[src/rtl/slvd_pkg.sv]
// slvd_pkg: shared types and constants of the strap length, velocity and direction core
// no dependencies; used by every module in rtl/
`default_nettype none
package slvd_pkg;

	localparam int unsigned COORD_W = 32;       // Q16.16 coordinate
	localparam int unsigned MAG_W   = 32;       // |insertion - origin| per axis
	localparam int unsigned DIR_W   = 16;       // Q1.14 direction
	localparam int unsigned DIR_FRAC = 14;
	localparam int unsigned AXES    = 3;
	localparam int unsigned QUEUE_DEPTH = 2;

	// one classified transaction handed from front to back
	typedef struct packed {
		logic [AXES-1:0]             neg;
		logic [AXES-1:0][MAG_W-1:0]  mag;
	} item_t;

	// one finished result
	typedef struct packed {
		logic [31:0]                   length;
		logic [31:0]                   velocity;
		logic [AXES-1:0][DIR_W-1:0]    odir;
		logic [AXES-1:0][DIR_W-1:0]    idir;
		logic                          fixup;
	} res_t;

endpackage
`default_nettype wire

[src/rtl/slvd_front.sv]
// slvd_front: accepts input transactions, forms per-axis differences as sign and magnitude
// depends on slvd_pkg
`default_nettype none
module slvd_front (
	input  wire logic                         clk,
	input  wire logic                         arst_n,
	input  wire logic                         in_valid,
	output logic                              in_stall,
	input  wire logic signed [31:0]           origin_x,
	input  wire logic signed [31:0]           origin_y,
	input  wire logic signed [31:0]           origin_z,
	input  wire logic signed [31:0]           insertion_x,
	input  wire logic signed [31:0]           insertion_y,
	input  wire logic signed [31:0]           insertion_z,
	output logic                              push,
	input  wire logic                         q_full,
	output slvd_pkg::item_t                   item
);
	logic                  v_s1;
	slvd_pkg::item_t       item_s1;
	slvd_pkg::item_t       item_d;
	logic signed [32:0]    dx, dy, dz;
	logic                  accept;

	assign dx = 33'(insertion_x) - 33'(origin_x);
	assign dy = 33'(insertion_y) - 33'(origin_y);
	assign dz = 33'(insertion_z) - 33'(origin_z);

	// magnitude always fits 32 bits: the difference stays within +-(2^32-1)
	always_comb begin
		item_d.neg = {dz[32], dy[32], dx[32]};
		item_d.mag[0] = dx[32] ? 32'(-dx) : dx[31:0];
		item_d.mag[1] = dy[32] ? 32'(-dy) : dy[31:0];
		item_d.mag[2] = dz[32] ? 32'(-dz) : dz[31:0];
	end

	assign in_stall = v_s1 & q_full;
	assign accept   = in_valid & ~in_stall;
	assign push     = v_s1 & ~q_full;
	assign item     = item_s1;

	always_ff @(posedge clk or negedge arst_n) begin
		if (!arst_n) begin
			v_s1 <= 1'b0;
		end else if (accept) begin
			v_s1 <= 1'b1;
		end else if (push) begin
			v_s1 <= 1'b0;
		end
	end

	always_ff @(posedge clk) begin
		if (accept) begin
			item_s1 <= item_d;
		end
	end
endmodule
`default_nettype wire

[src/rtl/slvd_queue.sv]
// slvd_queue: short queue of classified transactions between front and back
// depends on slvd_pkg
`default_nettype none
module slvd_queue (
	input  wire logic            clk,
	input  wire logic            arst_n,
	input  wire logic            push,
	input  wire slvd_pkg::item_t wr_item,
	output logic                 full,
	input  wire logic            pop,
	output logic                 not_empty,
	output slvd_pkg::item_t      rd_item
);
	slvd_pkg::item_t   mem_q [slvd_pkg::QUEUE_DEPTH];
	logic              wp_q, rp_q;
	logic [1:0]        cnt_q;

	assign full      = (cnt_q == 2'(slvd_pkg::QUEUE_DEPTH));
	assign not_empty = (cnt_q != 2'd0);
	assign rd_item   = mem_q[rp_q];

	always_ff @(posedge clk or negedge arst_n) begin
		if (!arst_n) begin
			wp_q  <= 1'b0;
			rp_q  <= 1'b0;
			cnt_q <= 2'd0;
		end else begin
			if (push) wp_q <= ~wp_q;
			if (pop) rp_q <= ~rp_q;
			if (push && !pop) cnt_q <= cnt_q + 2'd1;
			else if (pop && !push) cnt_q <= cnt_q - 2'd1;
		end
	end

	always_ff @(posedge clk) begin
		if (push) begin
			mem_q[wp_q] <= wr_item;
		end
	end
endmodule
`default_nettype wire

[src/rtl/slvd_back.sv]
// slvd_back: sequential engine: sum of squares, square root, velocity and direction division
// depends on slvd_pkg
`default_nettype none
module slvd_back (
	input  wire logic            clk,
	input  wire logic            arst_n,
	input  wire logic [31:0]     time_step,
	input  wire logic            q_not_empty,
	input  wire slvd_pkg::item_t q_item,
	output logic                 pop,
	output logic                 out_valid,
	input  wire logic            out_stall,
	output slvd_pkg::res_t       res
);
	localparam logic [2:0] ST_IDLE = 3'd0;
	localparam logic [2:0] ST_SQ   = 3'd1;
	localparam logic [2:0] ST_ROOT = 3'd2;
	localparam logic [2:0] ST_PREP = 3'd3;
	localparam logic [2:0] ST_DIV  = 3'd4;
	localparam logic [2:0] ST_DONE = 3'd5;

	logic [2:0]            st_q;
	logic [5:0]            cnt_q;
	slvd_pkg::item_t       it_q;
	logic [63:0]           prod_q;
	logic [65:0]           acc_q;
	logic [33:0]           rem_q;
	logic [32:0]           root_q;
	logic [31:0]           prev_q;
	logic                  havep_q;
	logic [31:0]           len32_q;
	logic                  fixup_q;
	logic                  vact_q, vneg_q, vsat_q;
	logic [32:0]           vr_q;
	logic [31:0]           vq_q;
	logic [46:0]           nr_q [slvd_pkg::AXES];
	logic [46:0]           dv_q;
	logic [14:0]           dq_q [slvd_pkg::AXES];
	logic                  out_valid_q;
	slvd_pkg::res_t        res_q;

	logic [31:0]           mag_sel;
	logic [35:0]           rem_sh, trial;
	logic [31:0]           len32;
	logic [32:0]           diff;
	logic [31:0]           vmag;
	logic [33:0]           vt;
	logic [32:0]           q33;
	logic [31:0]           vel;
	slvd_pkg::res_t        res_d;
	logic                  load;

	assign pop = (st_q == ST_IDLE) & q_not_empty;
	assign load = (st_q == ST_DONE) & (~out_valid_q | ~out_stall);
	assign out_valid = out_valid_q;
	assign res = res_q;

	always_comb begin
		unique case (cnt_q[1:0])
			2'd0: mag_sel = it_q.mag[0];
			2'd1: mag_sel = it_q.mag[1];
			2'd2: mag_sel = it_q.mag[2];
			default: mag_sel = '0;
		endcase
	end

	// one root digit per cycle, two radicand bits at a time
	assign rem_sh = {rem_q, acc_q[65:64]};
	assign trial  = {1'b0, root_q, 2'b01};

	assign len32 = root_q[32] ? 32'hFFFF_FFFF : root_q[31:0];
	assign diff  = {1'b0, len32} - {1'b0, prev_q};
	assign vmag  = diff[32] ? 32'(-diff) : diff[31:0];
	assign vt    = {vr_q, 1'b0};

	always_comb begin
		q33 = vsat_q ? 33'h1_0000_0000 : {1'b0, vq_q};
		if (!vact_q) vel = '0;
		else if (!vneg_q) vel = (q33 > 33'h0_7FFF_FFFF) ? 32'h7FFF_FFFF : q33[31:0];
		else vel = (q33 > 33'h0_8000_0000) ? 32'h8000_0000 : 32'(-q33);
		res_d.length   = len32_q;
		res_d.velocity = vel;
		res_d.fixup    = fixup_q;
		for (int k = 0; k < slvd_pkg::AXES; k++) begin
			if (fixup_q) res_d.odir[k] = '0;
			else if (it_q.neg[k]) res_d.odir[k] = -{1'b0, dq_q[k]};
			else res_d.odir[k] = {1'b0, dq_q[k]};
			res_d.idir[k] = -res_d.odir[k];
		end
	end

	always_ff @(posedge clk or negedge arst_n) begin
		if (!arst_n) begin
			st_q        <= ST_IDLE;
			cnt_q       <= '0;
			prev_q      <= '0;
			havep_q     <= 1'b0;
			out_valid_q <= 1'b0;
		end else begin
			if (load) out_valid_q <= 1'b1;
			else if (!out_stall) out_valid_q <= 1'b0;
			unique case (st_q)
				ST_IDLE: begin
					if (q_not_empty) begin
						st_q  <= ST_SQ;
						cnt_q <= '0;
					end
				end
				ST_SQ: begin
					cnt_q <= cnt_q + 6'd1;
					if (cnt_q == 6'd3) begin
						st_q  <= ST_ROOT;
						cnt_q <= '0;
					end
				end
				ST_ROOT: begin
					cnt_q <= cnt_q + 6'd1;
					if (cnt_q == 6'd32) st_q <= ST_PREP;
				end
				ST_PREP: begin
					prev_q  <= len32;
					havep_q <= 1'b1;
					cnt_q   <= '0;
					st_q    <= ST_DIV;
				end
				ST_DIV: begin
					cnt_q <= cnt_q + 6'd1;
					if (cnt_q == 6'd31) st_q <= ST_DONE;
				end
				ST_DONE: begin
					if (load) st_q <= ST_IDLE;
				end
				default: st_q <= ST_IDLE;
			endcase
		end
	end

	always_ff @(posedge clk) begin
		unique case (st_q)
			ST_IDLE: begin
				it_q  <= q_item;
				acc_q <= '0;
			end
			ST_SQ: begin
				if (cnt_q != 6'd3) prod_q <= mag_sel * mag_sel;
				if (cnt_q != 6'd0) acc_q <= acc_q + 66'(prod_q);
				rem_q  <= '0;
				root_q <= '0;
			end
			ST_ROOT: begin
				acc_q <= {acc_q[63:0], 2'b00};
				if (rem_sh >= trial) begin
					rem_q  <= 34'(rem_sh - trial);
					root_q <= {root_q[31:0], 1'b1};
				end else begin
					rem_q  <= rem_sh[33:0];
					root_q <= {root_q[31:0], 1'b0};
				end
			end
			ST_PREP: begin
				len32_q <= len32;
				fixup_q <= (root_q == '0);
				vact_q  <= havep_q & (time_step != '0);
				vneg_q  <= diff[32];
				vsat_q  <= (vmag >= time_step);
				vr_q    <= {1'b0, vmag};
				dv_q    <= {root_q, 14'b0};
				for (int k = 0; k < slvd_pkg::AXES; k++) begin
					nr_q[k] <= {1'b0, it_q.mag[k], 14'b0} + {15'b0, root_q[32:1]};
				end
			end
			ST_DIV: begin
				if (vt >= {2'b00, time_step}) begin
					vr_q <= 33'(vt - {2'b00, time_step});
					vq_q <= {vq_q[30:0], 1'b1};
				end else begin
					vr_q <= vt[32:0];
					vq_q <= {vq_q[30:0], 1'b0};
				end
				if (cnt_q <= 6'(slvd_pkg::DIR_FRAC)) begin
					dv_q <= {1'b0, dv_q[46:1]};
					for (int k = 0; k < slvd_pkg::AXES; k++) begin
						if (nr_q[k] >= dv_q) begin
							nr_q[k] <= nr_q[k] - dv_q;
							dq_q[k] <= {dq_q[k][13:0], 1'b1};
						end else begin
							dq_q[k] <= {dq_q[k][13:0], 1'b0};
						end
					end
				end
			end
			ST_DONE: begin
				if (load) res_q <= res_d;
			end
			default: ;
		endcase
	end
endmodule
`default_nettype wire

[src/rtl/strap_length_velocity_direction_core.sv]
// strap_length_velocity_direction_core: top level, configuration port and result ports
// depends on slvd_pkg, slvd_front, slvd_queue, slvd_back
`default_nettype none
// Computes, for each transaction of two Q16.16 points, the strap length (floor of the
// Euclidean distance, saturating), its rate of change against the previous transaction's
// length divided by time_step (truncated, saturating; zero on the first transaction after
// reset or when time_step is zero) and the Q1.14 unit direction, rounded half away from
// zero, with its negation. Coincident points give zero directions and raise
// direction_fixup. In the back engine a transaction is taken from the queue, its squares
// are summed through a single 32x32 multiplier, then come the bit-serial square root, a
// setup step, the shift-subtract velocity division (the three direction divisions run
// beside it) and the handover of the result. The front register and a two-entry queue
// keep taking transactions while the engine is busy, and a result register lets the next
// transaction start while a result waits.
// time_step must only be written while idle.
module strap_length_velocity_direction_core (
	input  wire logic                clk,
	input  wire logic                arst_n,
	// configuration port
	input  wire logic                psel,
	input  wire logic                penable,
	input  wire logic                pwrite,
	input  wire logic [2:0]          paddr,
	input  wire logic [31:0]         pwdata,
	output logic [31:0]              prdata,
	output logic                     pready,
	// input channel
	input  wire logic                in_valid,
	output logic                     in_stall,
	input  wire logic signed [31:0]  origin_x,
	input  wire logic signed [31:0]  origin_y,
	input  wire logic signed [31:0]  origin_z,
	input  wire logic signed [31:0]  insertion_x,
	input  wire logic signed [31:0]  insertion_y,
	input  wire logic signed [31:0]  insertion_z,
	// output channel
	output logic                     out_valid,
	input  wire logic                out_stall,
	output logic [31:0]              strap_length,
	output logic signed [31:0]       strap_velocity,
	output logic signed [15:0]       origin_dir_x,
	output logic signed [15:0]       origin_dir_y,
	output logic signed [15:0]       origin_dir_z,
	output logic signed [15:0]       insertion_dir_x,
	output logic signed [15:0]       insertion_dir_y,
	output logic signed [15:0]       insertion_dir_z,
	output logic                     direction_fixup
);
	logic [31:0]          time_step_q;
	logic                 push, q_full, q_not_empty, pop;
	slvd_pkg::item_t      f_item, q_item;
	slvd_pkg::res_t       res;
	logic                 ts_sel;

	// time_step is the only register, at byte address zero
	assign ts_sel = (paddr == 3'd0);
	assign pready = 1'b1;
	assign prdata = ts_sel ? time_step_q : '0;

	always_ff @(posedge clk or negedge arst_n) begin
		if (!arst_n) begin
			time_step_q <= '0;
		end else if (psel && penable && pwrite && ts_sel) begin
			time_step_q <= pwdata;
		end
	end

	// front: capture and split differences into sign and magnitude
	slvd_front u_front (
		.clk, .arst_n, .in_valid, .in_stall,
		.origin_x, .origin_y, .origin_z,
		.insertion_x, .insertion_y, .insertion_z,
		.push, .q_full, .item(f_item)
	);

	// decoupling queue
	slvd_queue u_queue (
		.clk, .arst_n, .push, .wr_item(f_item), .full(q_full),
		.pop, .not_empty(q_not_empty), .rd_item(q_item)
	);

	// back: iterative arithmetic and result register
	slvd_back u_back (
		.clk, .arst_n, .time_step(time_step_q),
		.q_not_empty, .q_item, .pop,
		.out_valid, .out_stall, .res
	);

	assign strap_length    = res.length;
	assign strap_velocity  = res.velocity;
	assign origin_dir_x    = res.odir[0];
	assign origin_dir_y    = res.odir[1];
	assign origin_dir_z    = res.odir[2];
	assign insertion_dir_x = res.idir[0];
	assign insertion_dir_y = res.idir[1];
	assign insertion_dir_z = res.idir[2];
	assign direction_fixup = res.fixup;

`ifndef SYNTHESIS
	// coincident points give zero directions
	a_fixup_zero: assert property (@(posedge clk) disable iff (!arst_n)
		(out_valid && direction_fixup) |-> (origin_dir_x == 0 && origin_dir_y == 0
			&& origin_dir_z == 0))
		else $error("fixup with non-zero direction");
	// insertion direction is the negated origin direction
	a_negated: assert property (@(posedge clk) disable iff (!arst_n)
		out_valid |-> (insertion_dir_x == -origin_dir_x && insertion_dir_y == -origin_dir_y
			&& insertion_dir_z == -origin_dir_z))
		else $error("insertion direction not negated");
	// x component of the unit direction stays within one in Q1.14
	a_dir_range: assert property (@(posedge clk) disable iff (!arst_n)
		out_valid |-> (origin_dir_x <= 16'sd16384 && origin_dir_x >= -16'sd16384))
		else $error("direction out of range");
`endif
endmodule
`default_nettype wire

[config.mk]
export PLATFORM = sky130hd
export DESIGN_NAME = strap_length_velocity_direction_core
export DESIGN_NICKNAME = d
export VERILOG_FILES = /design/src/rtl/slvd_pkg.sv /design/src/rtl/slvd_front.sv /design/src/rtl/slvd_queue.sv /design/src/rtl/slvd_back.sv /design/src/rtl/strap_length_velocity_direction_core.sv
export SDC_FILE = /design/constraint.sdc
export NUM_CORES = 2
export LEC_CHECK = 0
export ABC_AREA = 1
export BUFFER_PORTS_ARGS = -buffer_cell sky130_fd_sc_hd__buf_2
export CAP_MARGIN = 5
export CELL_PAD_IN_SITES_DETAIL_PLACEMENT = 1
export CELL_PAD_IN_SITES_GLOBAL_PLACEMENT = 2
export CORE_ASPECT_RATIO = 2
export CORE_MARGIN = 2
export CORE_UTILIZATION = 40
export DETAILED_ROUTE_END_ITERATION = 8
export PLACE_DENSITY = 0.81
export SLEW_MARGIN = 20
export SYNTH_ARGS = -nofsm -noshare
export SYNTH_HDL_FRONTEND = slang
export SYNTH_SLANG_ARGS = --single-unit
export TNS_END_PERCENT = 5
[constraint.sdc]
create_clock -name clk -period 20.2 [get_ports clk]
set_clock_uncertainty 0.1 [all_clocks]
set_input_delay 3.03 -clock clk [delete_from_list [all_inputs] [get_ports clk]]
set_output_delay 3.03 -clock clk [all_outputs]
set_load 0.02 [all_outputs]
Word level (Yosys, flattened, before mapping)
Memories as Yosys holds them, arrays and structs flattened. A register that Yosys moved wholly into a read port is not among the register bits.
Index checks and enable logic that the tools add are counted.
{"block": "word_totals", "reg_bits": 685, "mem_bits_rw": 384, "inputBits": 234, "out_inout_bits": 196, "mem_count": 3}
{"block": "classes", "addsub": 27, "n_mul": 1, "order_cmp": 9, "eq_ne": 20, "muxes": 77, "bitwise": 19, "reduce_logical": 27}
{"memory": "u_queue.mem_q", "depth": 2, "width": 99, "read_ports": 1, "rd_clocked_by_memory_dff": 1, "write_ports": 1, "line_no": "slvd_queue.sv:14", "source": "slvd_pkg::item_t mem_q [slvd_pkg::QUEUE_DEPTH];"}
{"memory": "u_back.nr_q", "depth": 3, "width": 47, "read_ports": 3, "rd_clocked_by_memory_dff": 0, "write_ports": 3, "line_no": "slvd_back.sv:36", "source": "logic [46:0] nr_q [slvd_pkg::AXES];"}
{"memory": "u_back.dq_q", "depth": 3, "width": 15, "read_ports": 3, "rd_clocked_by_memory_dff": 0, "write_ports": 3, "line_no": "slvd_back.sv:38", "source": "logic [14:0] dq_q [slvd_pkg::AXES];"}
{"cell": "32-bit 2-to-1 mux", "count": 9}
{"cell": "66-bit case mux with 3 select lines", "count": 1}
{"cell": "47-bit 2-to-1 mux", "count": 4}
{"cell": "32-bit negation", "count": 5}
{"cell": "46-bit by 32-bit adder with 47-bit output", "count": 3}
{"cell": "47-bit >= comparator", "count": 3}
{"cell": "47-bit subtractor", "count": 3}
{"cell": "33-bit case mux with 2 select lines", "count": 2}
{"cell": "32-bit by 32-bit subtractor with 33-bit output", "count": 4}
{"cell": "16-bit 2-to-1 mux", "count": 6}
{"cell": "32-bit case mux with 3 select lines", "count": 1}
{"cell": "47-bit case mux with 2 select lines", "count": 1}
{"cell": "34-bit case mux with 2 select lines", "count": 1}
{"cell": "66-bit by 64-bit adder with 66-bit output", "count": 1}
{"cell": "33-bit 2-to-1 mux", "count": 2}
{"cell": "66-bit 2-to-1 mux", "count": 1}
{"cell": "32-bit by 32-bit multiplier with 64-bit output", "count": 1}
{"cell": "15-bit negation with 16-bit output", "count": 3}
{"cell": "16-bit negation", "count": 3}
{"cell": "15-bit 2-to-1 mux", "count": 3}
{"cell": "36-bit by 35-bit >= comparator with 1-bit output", "count": 1}
{"cell": "34-bit by 32-bit >= comparator with 1-bit output", "count": 1}
{"cell": "1-bit 2-to-1 mux", "count": 34}
{"cell": "34-bit 2-to-1 mux", "count": 1}
{"cell": "40 further kinds", "count": 86}

Logic depth before layout (Yosys ltp)
{"block": "depth", "depth_word": 7, "ltp_mapped": 39, "ltp_nobuf": 37}

By module
From an unflattened synthesis, not the netlist that was laid out.
{"block": "unflattened", "hier_cells": 14009, "area_unflattened_um2": 113059.7}
{"module": "slvd_back", "n_inst": 1, "cells_each": 11092, "area_each_um2": 89490.8}
{"module": "slvd_front", "n_inst": 1, "cells_each": 2367, "area_each_um2": 13923.4}
{"module": "slvd_queue", "n_inst": 1, "cells_each": 333, "area_each_um2": 7850.0}
{"module": "strap_length_velocity_direction_core", "n_inst": 1, "cells_each": 217, "area_each_um2": 1795.5}

Least setup slack after synthesis
No wires, ideal clock.
{"block": "synth_timing", "path_kind": "input to register", "startpoint": "in out_stall", "endpoint": "reg u_back.res_q, in the netlist u_back.res[0], enable pin", "setup_ns": 0.728, "arrival_time_ns": 10.643, "slack_ns": 8.730, "cell_stages": 1, "cell_sequence": "a21oi_1"}
{"block": "synth_between", "elab_chain_cells": 4}
{"element": "start, declared", "line_no": "strap_length_velocity_direction_core.sv:38", "source": "input wire logic out_stall,"}
{"element": "1-bit inverter", "line_no": "slvd_back.sv:54", "source": "assign load = (st_q == ST_DONE) & (~out_valid_q | ~out_stall);"}
{"element": "1-bit OR", "line_no": "slvd_back.sv:54"}
{"element": "1-bit AND", "line_no": "slvd_back.sv:54"}
{"element": "2-bit AND reduction (no line)"}
{"element": "end signal, assigned", "line_no": "slvd_back.sv:193", "source": "if (load) res_q <= res_d;"}
{"element": "end, declared", "line_no": "slvd_back.sv:40", "source": "slvd_pkg::res_t res_q;"}
No other way between the ends.
A chain may end at the register's enable or synchronous reset.

Worst setup path after layout
{"block": "layout_timing", "startpoint": "reg u_back.cnt_q[0]", "endpoint": "reg u_back.prod_q[56] (data pin)"}
{"block": "layout_between", "elab_chain_cells": 3}
{"element": "start, declared", "line_no": "slvd_back.sv:23", "source": "logic [5:0] cnt_q;"}
{"element": "start signal, assigned", "line_no": "slvd_back.sv:110", "source": "cnt_q <= cnt_q + 6'd1;"}
{"element": "start signal, assigned", "line_no": "slvd_back.sv:117", "source": "cnt_q <= cnt_q + 6'd1;"}
{"element": "start signal, assigned", "line_no": "slvd_back.sv:127", "source": "cnt_q <= cnt_q + 6'd1;"}
{"element": "2-bit equality test, or another cell as far along", "line_no": "slvd_back.sv:59", "source": "unique case (cnt_q[1:0])"}
{"element": "32-bit case mux with 3 select lines *", "line_no": "slvd_back.sv:59"}
{"element": "32-bit by 32-bit multiplier with 64-bit output *", "line_no": "slvd_back.sv:145", "source": "if (cnt_q != 6'd3) prod_q <= mag_sel * mag_sel;"}
{"element": "end signal, assigned", "line_no": "slvd_back.sv:145"}
{"element": "end, declared", "line_no": "slvd_back.sv:25", "source": "logic [63:0] prod_q;"}
Mark *: on every way between the ends. The rest lies on a longest branch, timed or not.

==> impl_metrics.py <==
metrics = {
    "clock_network": {
        "htree_levels": 3,
        "cts.sinks": 1164,
        "cts_tree": "built",
        "path_clk_slew_ps": 70,
        "hold_buffers": 0,
        "insertion_delay_ps": 820,
        "postCtsSetupBuffers": 0,
        "clk_path_buf_depth": 3,
        "root_buffer": "clkbuf_16",
        "cts_buffers": 110,
        "ctsResizeCount": 0,
    },
    "die": {
        "dieArea_um2": 284000,
        "coreArea_um2": 278000,
        "num_io_pins": 430,
        "num_rows": 274,
        "die_y_um": 751,
        "die_w_um": 378,
        "start_util_pct": 40.2,
    },
    "worst_hold_path": {
        "hold_path_class": "flip-flop to flip-flop",
    },
    "placement": {
        "gp_congestion": 0.982,
        "hpwl_um": 379000,
        "place_ws_ps": 10020,
        "placedCellCount": 18100,
        "io_buffer_count": 428,
    },
    "sta": {
        "hold_viol": 0,
        "max-slew-margin-rel_pct": 23.6,
        "fmax_mhz": 96.9,
        "rsz0062_at_grt": "no",
        "fin_hold_ws_ps": 303,
        "fin_ws_ps": 9880,
        "fin_crit_sh_pct": 51.1,
        "tightestPinTransition_ps": 1150,
        "maxSlewViolCount": 0,
        "setup_tns_ps": 0,
        "final-setup-viol-count": 0,
        "period_minus_slack_ps": 10320,
    },
    "worst_setup_path": {
        "critPathArrivalTime_ps": 10750,
        "cpMaxStageDelayCell": "fa_1",
        "crit_path_frequent_cell": "fa_1",
        "worstPathRequired_ps": 20630,
        "crit_type": "flip-flop to flip-flop",
        "cp_max_fo": 23,
        "end_kind": "flip-flop",
        "max_stage_delay_ps": 770,
        "cp-start-kind": "flip-flop",
    },
    "yosys": {
        "synth_adder_area_share_pct": 23.3,
        "ys_top_cells_by_area": "edfxtp_1 (29%), fa_1 (14%), nand2_1 (12%), ha_1 (8.9%), inv_1 (8.7%)",
        "syn_area_um2": 112000,
        "synth_edf_count": 1083,
        "avgSynthCellArea_um2": 7.92,
        "synth-compound-area-share_pct": 8.34,
        "synth_fp_nets": 15900,
        "synthFlopType": "edfxtp_1",
        "ys_ff_latch": 1164,
        "yosysUniqueCellTypes": 72,
        "yosys.area.top_type": "edfxtp_1",
        "synth_top_cell_area_share_pct": 29.1,
        "syn_inst": 14100,
        "synth_top_family_by_area": "adder cells",
        "synth_simple_gate_area_share_pct": 23.2,
        "synth-async-reset-ratio_pct": 6.87,
        "yosys_warnings": 0,
        "synth-xor-area-share_pct": 4.36,
        "synthMuxAreaShare_pct": 0,
        "ys_seq_area_share_pct": 30.9,
    },
    "global_routing": {
        "overflow": 0,
        "track_usage_pct": 31.8,
        "grtUsageMet1_pct": 29.4,
        "grt_max_degree": 86,
        "grt_util_met2_pct": 62.3,
        "grt_pass1_wl_um": 670000,
        "grt_pass1_vias": 109000,
        "busiest_layer": "met2",
        "use_met3_pct": 2.99,
        "grt_antenna_before_repair": 12,
    },
    "final_layout": {
        "drive_above_1_share_pct": 6.42,
        "instances_no_fill": 18300,
        "mostFrequentLayoutCells": "nand2_1 (3519), inv_1 (2588), nor2_1 (1506), edfxtp_1 (1083), fa_1 (804)",
        "final_common_cell": "nand2_1",
        "syn_to_final_growth_pct": 9.37,
        "nets": 16300,
    },
    "drt": {
        "antenna_left": 0,
        "avgViaCountPerCell": 5.30,
        "drc": 0,
        "dr.pass1.iters": 5,
        "dr.first_iter.drc_count": 4591,
        "routed_wl_um": 451000,
        "wl_per_cell_um": 24.6,
        "vias": 97100,
    },
    "run": {
        "max-cap-violations": 0,
    },
    "outcome": {
        "status": "finished clean",
    },
}
critical path, delay by kind of cell, from the launching register on:
kind            cells  cell delay [ps]
compound gates      7             1630
xor+xnor            1               90
flops               1              410
fa+ha+maj          10             4600
simple gates        3             1100
buf+inv             9             2030
path summary, 6_finish.rpt:
kind                               startpoint                 to  slack (ps)  depth (start not counted)
hold / removal             u_back.len32_q[19]    u_back.res[148]         300                          0
setup / recovery              u_back.cnt_q[0]  u_back.prod_q[56]        9880                         30
max in group asynchronous              arst_n  u_back.prev_q[31]       16620                          2
hold reg to reg            u_back.len32_q[19]    u_back.res[148]         300                          0
min in group asynchronous              arst_n    time_step_q[26]        2100                          1
setup reg to reg              u_back.cnt_q[0]  u_back.prod_q[56]        9880                         30
flip-flops by register name (all words and copies together), names as in the netlist, 2 cells and up:
signal / cells
u_back.vr_q: 33
u_back.rem_q: 34
u_queue.mem_q: 198
u_back.prev_q: 32
u_back.res: 158
u_back.len32_q: 32
u_queue.cnt_q: 2
u_back.it_q: 99
u_back.prod_q: 63
time_step_q: 32
u_back.cnt_q: 6
u_back.st_q: 3
u_back.dq_q: 45
u_back.dv_q: 47
u_back.nr_q: 141
u_back.vq_q: 32
u_front.item: 99
u_back.acc_q: 66
u_back.root_q: 33
cell type report:
class                      count  area (um2)
clock buffer                 117        2780
clock inverter                93        1110
inverter                    2630        9880
fill                       34000      156000
multi-input combinational  10000       66300
antenna                        7        17.5
sequential                  1164       34500
timing repair buffer         527        2890
tap                         3726        4660
per-layer routing:
metal	wire length, um	vias to the layer above
met3	13300	1148
met4	43500	0
met2	246000	2216
li1	-	45700
met5	0	-
met1	148000	48000
cells in the mapped netlist (6+ instances only):
master,count
a211oi_1,8
a21boi_0,22
a21o_1,84
a21oi_1,659
a221oi_1,12
a31o_2,6
a31oi_1,97
and2_1,25
and3_1,12
buf_1,22
buf_2,60
buf_4,22
clkbuf_1,163
clkinv_1,7
dfrtp_1,80
edfxtp_1,1083
fa_1,804
ha_1,792
inv_1,2591
inv_2,30
nand2_1,3541
nand2_2,40
nand3_1,521
nand3_2,15
nand3b_1,70
nand4_1,237
nor2_1,1512
nor2_2,25
nor2_4,8
nor3_1,142
nor3_2,7
nor4_1,45
o211ai_1,31
o21a_1,28
o21ai_0,562
o21ai_1,15
o21ai_2,8
o21bai_1,86
o221ai_1,15
or2_2,11
xnor2_1,169
xor2_1,364
stage by stage:
step                      util, %  cell area, um2
after CTS                    43.9          122000
final                        43.9          122000
after global placement       42.5          118000
after floorplan                 -          112000
after global routing         43.9          122000
after detailed placement     42.5          118000
cell families (layout without fill, tap and decap cells):
logic type,Yosys count,after routing
AO/OA/AOI/OAI,1658,1658
flip-flops,1164,1164
buffers and inverters,2901,3367
adder cells (fa/ha/maj),1596,1596
other,1,8
AND/OR/NAND/NOR,6240,6240
XOR/XNOR,543,543
Power is not shown: default switching activity piles up to over one toggle a cycle in this logic, so the estimate is an artifact.
